--- src/hw/rtl/apdll_pkg.sv ---
// Package for the array-pool doubly linked list: sizes, codes, state type and the
// command/flag structs passed between controller and datapath. No dependencies.
`default_nettype none

package apdll_pkg;

	localparam int POOL_SLOTS = 16;
	localparam int TEXT_BITS  = 64;
	localparam int IDX_W      = $clog2(POOL_SLOTS);
	localparam int LINK_W     = $clog2(POOL_SLOTS + 1);
	localparam int OP_W       = 3;
	localparam int ST_W       = 2;
	localparam int NUM_W      = 32;
	localparam int WORD_W     = 64;

	// Link value meaning "no slot"
	localparam logic [LINK_W-1:0] NONE_LINK = LINK_W'(POOL_SLOTS);

	typedef enum logic [OP_W-1:0] {
		OP_CLEAR     = 3'd0,
		OP_ADD_FIRST = 3'd1,
		OP_ADD_AFTER = 3'd2,
		OP_ADD_LAST  = 3'd3,
		OP_DEL_FIRST = 3'd4,
		OP_DEL_AFTER = 3'd5,
		OP_DEL_LAST  = 3'd6,
		OP_READ      = 3'd7
	} op_t;

	typedef enum logic [ST_W-1:0] {
		ST_OK     = 2'd0,
		ST_FULL   = 2'd1,
		ST_EMPTY  = 2'd2,
		ST_BADPOS = 2'd3
	} status_t;

	typedef enum logic [2:0] {
		S_IDLE,
		S_CHECK,
		S_FETCH,
		S_LINK,
		S_COMMIT,
		S_FINISH
	} state_t;

	typedef struct packed {
		logic accept;
		logic check;
		logic fetch;
		logic link;
		logic commit;
		logic finish;
	} cmd_t;

	typedef struct packed {
		logic is_insert;
		logic is_delete;
		logic check_ok;
		logic fetch_ok;
	} flags_t;

endpackage

`default_nettype wire

--- src/hw/rtl/array_pool_doubly_linked_list_top.sv ---
// Sequence: a start accepted in idle or finish enters check; clear, read and flagged operations
// go on to finish, an add runs link and commit, and a delete runs fetch, link and commit, but a
// delete-after whose position is the tail goes from fetch to finish. The new entry's links are
// written during link and neighbor links during commit, through one write port per link memory.
// Overlap: the next word is taken during the finish step; done is registered from that step.
// Reset: arst_n clears head, tail, count and in-use bits; slot memories hold no reset.
`default_nettype none

module array_pool_doubly_linked_list_top (
	input  wire logic                               clk,
	input  wire logic                               arst_n,
	input  wire logic                               start,
	output logic                                    busy,
	input  wire logic [apdll_pkg::OP_W-1:0]         operation,
	input  wire logic [apdll_pkg::IDX_W-1:0]        position,
	input  wire logic signed [apdll_pkg::NUM_W-1:0] number_value,
	input  wire logic [apdll_pkg::WORD_W-1:0]       text_word,
	output logic                                    done,
	output logic [apdll_pkg::ST_W-1:0]              status,
	output logic [apdll_pkg::IDX_W-1:0]             slot,
	output logic [apdll_pkg::LINK_W-1:0]            count,
	output logic [apdll_pkg::LINK_W-1:0]            head_link,
	output logic [apdll_pkg::LINK_W-1:0]            tail_link,
	output logic [apdll_pkg::LINK_W-1:0]            prev_link,
	output logic [apdll_pkg::LINK_W-1:0]            next_link,
	output logic signed [apdll_pkg::NUM_W-1:0]      read_number,
	output logic [apdll_pkg::WORD_W-1:0]            read_text
);

	apdll_pkg::cmd_t   cmd;
	apdll_pkg::flags_t flags;

	apdll_ctrl u_ctrl (
		.clk    (clk),
		.arst_n (arst_n),
		.start  (start),
		.flags  (flags),
		.cmd    (cmd),
		.busy   (busy)
	);

	apdll_dpath u_dpath (
		.clk          (clk),
		.arst_n       (arst_n),
		.cmd          (cmd),
		.operation    (operation),
		.position     (position),
		.number_value (number_value),
		.text_word    (text_word),
		.flags        (flags),
		.done         (done),
		.status       (status),
		.slot         (slot),
		.count        (count),
		.head_link    (head_link),
		.tail_link    (tail_link),
		.prev_link    (prev_link),
		.next_link    (next_link),
		.read_number  (read_number),
		.read_text    (read_text)
	);

endmodule

`default_nettype wire

--- src/hw/rtl/apdll_ctrl.sv ---
// Controller state machine of the linked-list pool: sequences check, fetch, link,
// commit and finish steps. Depends on apdll_pkg.
`default_nettype none

module apdll_ctrl (
	input  wire logic            clk,
	input  wire logic            arst_n,
	input  wire logic            start,
	input  apdll_pkg::flags_t    flags,
	output apdll_pkg::cmd_t      cmd,
	output logic                 busy
);

	apdll_pkg::state_t state_q;
	apdll_pkg::state_t state_d;

	always_ff @(posedge clk or negedge arst_n) begin
		if (!arst_n) begin
			state_q <= apdll_pkg::S_IDLE;
		end else begin
			state_q <= state_d;
		end
	end

	always_comb begin
		state_d = state_q;
		case (state_q)
			apdll_pkg::S_IDLE: begin
				if (start) state_d = apdll_pkg::S_CHECK;
			end
			apdll_pkg::S_CHECK: begin
				if (!flags.check_ok)     state_d = apdll_pkg::S_FINISH;
				else if (flags.is_insert) state_d = apdll_pkg::S_LINK;
				else if (flags.is_delete) state_d = apdll_pkg::S_FETCH;
				else                     state_d = apdll_pkg::S_FINISH;
			end
			apdll_pkg::S_FETCH: begin
				state_d = flags.fetch_ok ? apdll_pkg::S_LINK : apdll_pkg::S_FINISH;
			end
			apdll_pkg::S_LINK: begin
				state_d = apdll_pkg::S_COMMIT;
			end
			apdll_pkg::S_COMMIT: begin
				state_d = apdll_pkg::S_FINISH;
			end
			apdll_pkg::S_FINISH: begin
				// a new word may enter while the result is being registered
				state_d = start ? apdll_pkg::S_CHECK : apdll_pkg::S_IDLE;
			end
			default: begin
				state_d = apdll_pkg::S_IDLE;
			end
		endcase
	end

	always_comb begin
		busy       = 1'b1;
		cmd        = '0;
		case (state_q)
			apdll_pkg::S_IDLE:   busy = 1'b0;
			apdll_pkg::S_CHECK:  cmd.check = 1'b1;
			apdll_pkg::S_FETCH:  cmd.fetch = 1'b1;
			apdll_pkg::S_LINK:   cmd.link = 1'b1;
			apdll_pkg::S_COMMIT: cmd.commit = 1'b1;
			apdll_pkg::S_FINISH: begin
				busy       = 1'b0;
				cmd.finish = 1'b1;
			end
			default: busy = 1'b0;
		endcase
		cmd.accept = start && !busy;
	end

endmodule

`default_nettype wire

--- src/hw/rtl/apdll_dpath.sv ---
// Datapath of the linked-list pool: head/tail/count/in-use registers, link and
// payload memories, status checks and result registers. Depends on apdll_pkg.
`default_nettype none

module apdll_dpath (
	input  wire logic                               clk,
	input  wire logic                               arst_n,
	input  apdll_pkg::cmd_t                         cmd,
	input  wire logic [apdll_pkg::OP_W-1:0]         operation,
	input  wire logic [apdll_pkg::IDX_W-1:0]        position,
	input  wire logic signed [apdll_pkg::NUM_W-1:0] number_value,
	input  wire logic [apdll_pkg::WORD_W-1:0]       text_word,
	output apdll_pkg::flags_t                       flags,
	output logic                                    done,
	output logic [apdll_pkg::ST_W-1:0]              status,
	output logic [apdll_pkg::IDX_W-1:0]             slot,
	output logic [apdll_pkg::LINK_W-1:0]            count,
	output logic [apdll_pkg::LINK_W-1:0]            head_link,
	output logic [apdll_pkg::LINK_W-1:0]            tail_link,
	output logic [apdll_pkg::LINK_W-1:0]            prev_link,
	output logic [apdll_pkg::LINK_W-1:0]            next_link,
	output logic signed [apdll_pkg::NUM_W-1:0]      read_number,
	output logic [apdll_pkg::WORD_W-1:0]            read_text
);

	localparam int N  = apdll_pkg::POOL_SLOTS;
	localparam int IW = apdll_pkg::IDX_W;
	localparam int LW = apdll_pkg::LINK_W;
	localparam int TW = apdll_pkg::TEXT_BITS;
	localparam int NW = apdll_pkg::NUM_W;

	// captured word
	apdll_pkg::op_t          op_q;
	logic [IW-1:0]           pos_q;
	logic signed [NW-1:0]    num_q;
	logic [TW-1:0]           txt_q;

	// list state
	logic [LW-1:0]           head_q;
	logic [LW-1:0]           tail_q;
	logic [LW-1:0]           count_q;
	logic [N-1:0]            in_use_q;
	logic [IW-1:0]           free_q;

	// per-operation working registers
	apdll_pkg::status_t      status_q;
	logic [IW-1:0]           s_q;
	logic [LW-1:0]           p_q;
	logic [LW-1:0]           nx_q;

	// memories and their registered read data
	logic [LW-1:0]           prev_mem [N];
	logic [LW-1:0]           next_mem [N];
	logic signed [NW-1:0]    num_mem  [N];
	logic [TW-1:0]           txt_mem  [N];
	logic [LW-1:0]           prev_rd_q;
	logic [LW-1:0]           next_rd_q;
	logic signed [NW-1:0]    num_rd_q;
	logic [TW-1:0]           txt_rd_q;

	// result registers
	logic                    done_q;
	apdll_pkg::status_t      out_status_q;
	logic [IW-1:0]           out_slot_q;
	logic [LW-1:0]           out_count_q;
	logic [LW-1:0]           out_head_q;
	logic [LW-1:0]           out_tail_q;
	logic [LW-1:0]           out_prev_q;
	logic [LW-1:0]           out_next_q;
	logic signed [NW-1:0]    out_num_q;
	logic [TW-1:0]           out_txt_q;

	logic                    full;
	logic                    empty;
	logic                    pos_used;
	logic                    is_insert;
	logic                    is_delete;
	apdll_pkg::status_t      check_status;
	logic [LW-1:0]           ins_prev;
	logic [LW-1:0]           ins_next;
	logic [LW-1:0]           del_slot;
	logic                    fetch_bad;
	logic [IW-1:0]           rd_addr;
	logic [IW-1:0]           free_d;
	logic [LW-1:0]           s_link;

	logic                    next_we;
	logic [IW-1:0]           next_waddr;
	logic [LW-1:0]           next_wdata;
	logic                    prev_we;
	logic [IW-1:0]           prev_waddr;
	logic [LW-1:0]           prev_wdata;
	logic                    data_we;

	assign full      = count_q >= LW'(N);
	assign empty     = count_q == '0;
	assign pos_used  = in_use_q[pos_q];
	assign is_insert = op_q inside {apdll_pkg::OP_ADD_FIRST, apdll_pkg::OP_ADD_AFTER,
		apdll_pkg::OP_ADD_LAST};
	assign is_delete = op_q inside {apdll_pkg::OP_DEL_FIRST, apdll_pkg::OP_DEL_AFTER,
		apdll_pkg::OP_DEL_LAST};
	assign s_link    = LW'(s_q);

	always_comb begin
		case (op_q)
			apdll_pkg::OP_CLEAR: check_status = apdll_pkg::ST_OK;
			apdll_pkg::OP_ADD_FIRST,
			apdll_pkg::OP_ADD_LAST: begin
				check_status = full ? apdll_pkg::ST_FULL : apdll_pkg::ST_OK;
			end
			apdll_pkg::OP_ADD_AFTER: begin
				if (full)          check_status = apdll_pkg::ST_FULL;
				else if (!pos_used) check_status = apdll_pkg::ST_BADPOS;
				else               check_status = apdll_pkg::ST_OK;
			end
			apdll_pkg::OP_DEL_FIRST,
			apdll_pkg::OP_DEL_LAST: begin
				check_status = empty ? apdll_pkg::ST_EMPTY : apdll_pkg::ST_OK;
			end
			apdll_pkg::OP_DEL_AFTER: begin
				if (empty)         check_status = apdll_pkg::ST_EMPTY;
				else if (!pos_used) check_status = apdll_pkg::ST_BADPOS;
				else               check_status = apdll_pkg::ST_OK;
			end
			apdll_pkg::OP_READ: begin
				check_status = pos_used ? apdll_pkg::ST_OK : apdll_pkg::ST_BADPOS;
			end
			default: check_status = apdll_pkg::ST_OK;
		endcase
	end

	// predecessor of a new entry; none inserts at the front
	always_comb begin
		case (op_q)
			apdll_pkg::OP_ADD_AFTER: ins_prev = LW'(pos_q);
			apdll_pkg::OP_ADD_LAST:  ins_prev = tail_q;
			default:                 ins_prev = apdll_pkg::NONE_LINK;
		endcase
	end

	// slot to remove; for delete-after it comes from the link read at check
	always_comb begin
		case (op_q)
			apdll_pkg::OP_DEL_AFTER: del_slot = next_rd_q;
			apdll_pkg::OP_DEL_FIRST: del_slot = head_q;
			default:                 del_slot = tail_q;
		endcase
	end

	assign fetch_bad = (op_q == apdll_pkg::OP_DEL_AFTER) && (next_rd_q == apdll_pkg::NONE_LINK);
	assign ins_next  = (p_q == apdll_pkg::NONE_LINK) ? head_q : next_rd_q;

	always_comb begin
		if (cmd.fetch)                          rd_addr = del_slot[IW-1:0];
		else if (op_q == apdll_pkg::OP_ADD_LAST) rd_addr = tail_q[IW-1:0];
		else                                    rd_addr = pos_q;
	end

	// lowest free slot
	always_comb begin
		free_d = '0;
		for (int i = N - 1; i >= 0; i--) begin
			if (!in_use_q[i]) free_d = IW'(i);
		end
	end

	// memory write ports: new entry during link, neighbor links during commit
	always_comb begin
		data_we    = cmd.link && is_insert;
		next_we    = 1'b0;
		next_waddr = s_q;
		next_wdata = ins_next;
		prev_we    = 1'b0;
		prev_waddr = s_q;
		prev_wdata = p_q;
		if (data_we) begin
			next_we = 1'b1;
			prev_we = 1'b1;
		end else if (cmd.commit) begin
			next_we    = p_q != apdll_pkg::NONE_LINK;
			next_waddr = p_q[IW-1:0];
			next_wdata = is_insert ? s_link : nx_q;
			prev_we    = nx_q != apdll_pkg::NONE_LINK;
			prev_waddr = nx_q[IW-1:0];
			prev_wdata = is_insert ? s_link : p_q;
		end
	end

	always_ff @(posedge clk) begin
		if (next_we) next_mem[next_waddr] <= next_wdata;
		if (prev_we) prev_mem[prev_waddr] <= prev_wdata;
		if (data_we) begin
			num_mem[s_q] <= num_q;
			txt_mem[s_q] <= txt_q;
		end
		prev_rd_q <= prev_mem[rd_addr];
		next_rd_q <= next_mem[rd_addr];
		num_rd_q  <= num_mem[rd_addr];
		txt_rd_q  <= txt_mem[rd_addr];
	end

	always_ff @(posedge clk) begin
		if (cmd.accept) begin
			pos_q <= position;
			num_q <= number_value;
			txt_q <= text_word[TW-1:0];
		end
	end

	always_ff @(posedge clk or negedge arst_n) begin
		if (!arst_n) begin
			op_q     <= apdll_pkg::OP_CLEAR;
			head_q   <= apdll_pkg::NONE_LINK;
			tail_q   <= apdll_pkg::NONE_LINK;
			count_q  <= '0;
			in_use_q <= '0;
			free_q   <= '0;
			status_q <= apdll_pkg::ST_OK;
			s_q      <= '0;
			p_q      <= apdll_pkg::NONE_LINK;
			nx_q     <= apdll_pkg::NONE_LINK;
			done_q   <= 1'b0;
		end else begin
			free_q <= free_d;
			done_q <= cmd.finish;
			if (cmd.accept) begin
				op_q <= apdll_pkg::op_t'(operation);
			end
			if (cmd.check) begin
				status_q <= check_status;
				p_q      <= ins_prev;
				s_q      <= (op_q == apdll_pkg::OP_READ) ? pos_q : free_q;
				if (op_q == apdll_pkg::OP_CLEAR) begin
					head_q   <= apdll_pkg::NONE_LINK;
					tail_q   <= apdll_pkg::NONE_LINK;
					count_q  <= '0;
					in_use_q <= '0;
				end
			end
			if (cmd.fetch) begin
				s_q <= del_slot[IW-1:0];
				if (fetch_bad) status_q <= apdll_pkg::ST_BADPOS;
			end
			if (cmd.link) begin
				if (is_insert) begin
					nx_q <= ins_next;
				end else begin
					p_q  <= prev_rd_q;
					nx_q <= next_rd_q;
				end
			end
			if (cmd.commit) begin
				if (p_q == apdll_pkg::NONE_LINK) head_q <= is_insert ? s_link : nx_q;
				if (nx_q == apdll_pkg::NONE_LINK) tail_q <= is_insert ? s_link : p_q;
				in_use_q[s_q] <= is_insert;
				count_q <= is_insert ? count_q + LW'(1) : count_q - LW'(1);
			end
		end
	end

	// result word; list state is already committed when finish runs
	always_ff @(posedge clk) begin
		if (cmd.finish) begin
			out_status_q <= status_q;
			out_count_q  <= count_q;
			out_head_q   <= head_q;
			out_tail_q   <= tail_q;
			out_slot_q   <= '0;
			out_prev_q   <= apdll_pkg::NONE_LINK;
			out_next_q   <= apdll_pkg::NONE_LINK;
			out_num_q    <= '0;
			out_txt_q    <= '0;
			if (status_q == apdll_pkg::ST_OK && op_q != apdll_pkg::OP_CLEAR) begin
				out_slot_q <= s_q;
			end
			if (status_q == apdll_pkg::ST_OK && op_q == apdll_pkg::OP_READ) begin
				out_prev_q <= prev_rd_q;
				out_next_q <= next_rd_q;
				out_num_q  <= num_rd_q;
				out_txt_q  <= txt_rd_q;
			end
		end
	end

	assign flags.is_insert = is_insert;
	assign flags.is_delete = is_delete;
	assign flags.check_ok  = check_status == apdll_pkg::ST_OK;
	assign flags.fetch_ok  = !fetch_bad;

	assign done        = done_q;
	assign status      = out_status_q;
	assign slot        = out_slot_q;
	assign count       = out_count_q;
	assign head_link   = out_head_q;
	assign tail_link   = out_tail_q;
	assign prev_link   = out_prev_q;
	assign next_link   = out_next_q;
	assign read_number = out_num_q;
	assign read_text   = apdll_pkg::WORD_W'(out_txt_q);

`ifndef SYNTHESIS
	a_count_range: assert property (@(posedge clk) disable iff (!arst_n)
		count_q <= LW'(N))
		else $error("live count exceeds pool size");

	a_in_use_matches_count: assert property (@(posedge clk) disable iff (!arst_n)
		$countones(in_use_q) == int'(count_q))
		else $error("in-use bits disagree with live count");

	a_head_tail_empty: assert property (@(posedge clk) disable iff (!arst_n)
		((count_q == '0) == (head_q == apdll_pkg::NONE_LINK)) &&
		((count_q == '0) == (tail_q == apdll_pkg::NONE_LINK)))
		else $error("head/tail disagree with empty list");

	a_commit_only_ok: assert property (@(posedge clk) disable iff (!arst_n)
		cmd.commit |-> status_q == apdll_pkg::ST_OK)
		else $error("list committed on a flagged operation");

	a_done_after_finish: assert property (@(posedge clk) disable iff (!arst_n)
		cmd.finish |=> done_q)
		else $error("finish step produced no result strobe");
`endif

endmodule

`default_nettype wire
--- config.mk ---
export PLATFORM = sky130hd
export DESIGN_NAME = array_pool_doubly_linked_list_top
export DESIGN_NICKNAME = d
export VERILOG_FILES = /design/src/hw/rtl/apdll_pkg.sv /design/src/hw/rtl/array_pool_doubly_linked_list_top.sv /design/src/hw/rtl/apdll_ctrl.sv /design/src/hw/rtl/apdll_dpath.sv
export SDC_FILE = /design/constraint.sdc
export NUM_CORES = 2
export LEC_CHECK = 0
export ABC_CLOCK_PERIOD_IN_PS = 17500
export BUFFER_PORTS_ARGS = -buffer_cell sky130_fd_sc_hd__buf_4
export CAP_MARGIN = 10
export CORE_MARGIN = 1.5
export CORE_UTILIZATION = 55
export CTS_CLUSTER_DIAMETER = 40
export DETAILED_ROUTE_END_ITERATION = 6
export GPL_ROUTABILITY_DRIVEN = 0
export HOLD_SLACK_MARGIN = 0.1
export PLACE_DENSITY = 0.75
export SYNTH_ARGS = -nofsm -noshare
export SYNTH_HDL_FRONTEND = slang
export SYNTH_HIERARCHICAL = 1
export SYNTH_SLANG_ARGS = --single-unit
--- constraint.sdc ---
create_clock -name clk -period 17.5 [get_ports clk]
set_input_delay 0 -clock clk [delete_from_list [all_inputs] [get_ports clk]]
set_output_delay 0 -clock clk [all_outputs]
set_load 0.03 [all_outputs]
==> metrics <==
Largest stage delay, worst path=between 0.9 and 1 ns; vias per cell=5.727; Leak Pwr=34.98 nW; internal power=between 10 and 15 mW; clk sinks=roughly 2100; DR iter-0 viols=approximately 3400; Multi-input gate area=around 0.019 mm^2; max_cap viols=0; register area=slightly above 0.06 mm^2; worst hold path class=primary input to register; Netlist cell types=66; Yosys reg bits=around 2100; Port Buffers=between 200 and 250; DR WL/cell=24.64 um; RSZ-0062 raised after global routing=no; initial core utilization=between 50% and 60%; Post-CTS Setup Repair Bufs=0; EDFF count, synth=just under 2000; Die H=between 300 and 400 um; number of routed nets with antenna violations=0; DRC=0; CP max FO=between 60 and 70; CP endpoint kind=register; first-pass GRT wire length=between 200 and 300 mm; Root Buffer=clkbuf_16; WS Path Type=register to register; Total Wirelength=174.4 mm; PwrDens=around 160 mW/mm^2; Peak Freq=between 100 and 150 MHz; Final WS setup=10.78 ns; Critical Path Source Type=register; CP arrival=roughly 7.4 ns; Warnings, synthesis=6; Clock Skews=~0.03 ns; Post-Synthesis Mean Instance Area=roughly 19 um^2; Tightest Pin Transition=about 1.2 ns; most frequent cells after synthesis=edfxtp_1 (1923), mux2i_1 (1618), and2_1 (115); cell area after synthesis=0.08204 mm^2; top-area cell type share of the netlist area=approximately 70%; Num CTS Buffers=228; part of the power in the clock network=between 30% and 40%; # IOs=235; clk_lat worst skew=between 0.8 and 0.9 ns; Slowest-stage cell, CP=buf_4; # hold bufs at CTS=210; Area contributors post-synth=edfxtp_1 (70%), mux2i_1 (20%), dfxtp_1 (2.6%); synthesized netlist cell count=about 4400; proportion of power drawn by flip-flops and latches=a little over two fifths; switching share of power=30.52%; Fillers=around 9900; die area=approximately 0.15 mm^2; maximum vdd drop=163.5 uV; combinational share of power=25.4%; Sw Pwr=around 4.8 mW; Worst slew margin=18.56%; CTS Buffer Depth=3; core outline area=between 0.1 and 0.15 mm^2; top-count cell post-synth=edfxtp_1; Slew Limit Fails=0; Area growth syn-to-layout=16.16%; Syn Nets=between 4000 and 5000; Clock Pin Slew Worst Setup and Hold Paths=0.06 ns; Tot GR Track Use=around 23%; cts repair resizes=0; initial antenna violation count=2; total global routing overflow=0; Chip Width=a little under 400 um; Setup TNS=0 ns; Async S/R FF share, synth=between 2 and 3%; Hold Fails Final Rpt=0; row count=between 100 and 150; register area share after synthesis=approximately three quarters; status=finished clean; setup violators final=0; DR vias=~41000; Worst EP required=between 15 and 20 ns; TritonRoute pass-1 iters=6; Crit path top cell by count=mux2i_1; min cycle time layout=6.721 ns; Synth Flop Type=edfxtp_1; layout cell share with drive strength beyond 1=14.17%; post-DP HPWL=around 85 mm; Post-layout nets=5047; CTS tree=done; dominant cell type by area after synthesis=edfxtp_1; vias in the first global route=around 40000; final worst-path cycle share=38.41%; worst-path cell chain=nand3b_4 > mux2i_1 > mux2i_4 > buf_4 > buf_4 > buf_4 > buf_4 > mux2i_1 > mux2i_1 > mux2i_1 > mux2i_1; Post-Place Setup Slack=approximately 11 ns; pin count of the biggest net entering global routing=140; Max H-tree Level=4
-- metrics by stage --
stage / power [mW] / util (%) / hold slack (ns) / cells / area, um^2
3_5_place_dp: 10.79 / 57.73 / 0.1181 / 6424 / 85340
5_1_grt: 16.18 / 64.46 / 0.2196 / 7074 / 95290
3_3_place_gp: 10.70 / 57.73 / 0.1042 / 6424 / 85340
4_1_cts: 15.65 / 64.44 / 0.1154 / 7071 / 95270
2_1_floorplan: 9.791 / - / -0.2956 / 4420 / 82040
6_report: 15.58 / 64.46 / 0.1619 / 7078 / 95300
-- cells by family after synthesis --
kind of cell	after synthesis	synth area share, %
fa+ha+maj	4	0.07016
simple gates	316	2.015
xor+xnor	5	0.05337
flops	2087	74.74
mux	1635	20.02
buf+inv	238	2.089
compound gates	135	1.007
-- critical path: cells and delay by family (launching register included) --
family	cells	cell delay, ns
multiplexers	6	1.53
buffers and inverters	4	3.77
flip-flops	1	0.80
AND/OR/NAND/NOR	1	0.21
-- final cells by class --
class	instances	area share, %
tap	1930	2.534
clock buffer	291	6.515
timing repair buffer	510	4.732
antenna	4	0.01050
multi-input combinational	2095	20.13
inverter	15	0.06171
sequential	2087	64.35
clock inverter	146	1.673
-- registers in the layout (all words and copies together), names as in the netlist, 5 cells and up --
register,count
u_dpath/read_text,64
u_dpath/num_mem,512
u_dpath/tail_link,5
u_dpath/prev_mem,80
u_dpath/next_mem,80
u_dpath/txt_rd_q,64
u_dpath/head_q,5
u_dpath/in_use_q,16
u_dpath/num_rd_q,32
u_dpath/txt_q,64
u_dpath/prev_rd_q,5
u_dpath/num_q,32
u_dpath/count_q,5
u_dpath/txt_mem,1024
u_dpath/p_q,5
u_dpath/next_link,5
u_dpath/prev_link,5
u_dpath/head_link,5
u_dpath/read_number,32
u_dpath/count,5
u_dpath/tail_q,5
u_dpath/next_rd_q,5
u_dpath/nx_q,5
-- power groups by stage --
| stage | combinational, mW | clock (mW) | sequential [mW] |
|---|---|---|---|
| 2_1_floorplan | 2.88 | 0 | 6.92 |
| 3_3_place_gp | 3.83 | 0 | 6.86 |
| 3_5_place_dp | 3.90 | 0 | 6.89 |
| 4_1_cts | 3.96 | 4.90 | 6.79 |
| 5_1_grt | 4.22 | 5.11 | 6.86 |
| 6_report | 3.95 | 4.83 | 6.79 |
-- cell usage in the layout, fill, tap and decap left out, types with 16 or more instances in the layout --
cell type,count
a21oi_1,33
clkbuf_16,233
dfrtp_1,54
clkinvlp_4,20
dlygate4sd3_1,209
inv_6,27
clkbuf_8,16
o21ai_0,34
nor2_1,56
clkinv_1,21
mux2i_1,1618
and2_1,115
clkbuf_1,42
clkinv_2,24
buf_4,289
dfxtp_1,106
bufinv_16,22
nand3_1,21
clkinv_4,19
nand2_1,58
edfxtp_1,1923
-- path summary, 6_finish.rpt --
kind / endpoint / slack, ns / start / cells past startpoint
setup / recovery: u_dpath/txt_rd_q[47]$_DFF_P_ / 10.78 / u_dpath/op_q[0]$_DFFE_PN0P_ / 11
hold / removal: u_ctrl/state_q[0]$_DFFE_PN0P_ / 0.16 / start / 4
setup reg to reg: u_dpath/txt_rd_q[47]$_DFF_P_ / 10.78 / u_dpath/op_q[0]$_DFFE_PN0P_ / 11
hold reg to reg: u_dpath/p_q[3]$_DFF_PN0_ / 0.49 / u_dpath/prev_rd_q[3]$_DFF_P_ / 1
max in group asynchronous: u_dpath/tail_q[1]$_DFF_PN0_ / 16.90 / arst_n / 4
min in group asynchronous: u_dpath/tail_q[4]$_DFF_PN1_ / 0.30 / arst_n / 3
-- metal layers --
layer | vias up | wire length, um | track usage (%)
met5 | - | 0 | 0
met4 | 0 | 3134 | 6.165
met3 | 219 | 10190 | 3.165
met2 | 1259 | 86530 | 37.98
met1 | 20750 | 74580 | 31.79
li1 | 18310 | - | -
No activity file was read; power rests on OpenSTA's default activity.
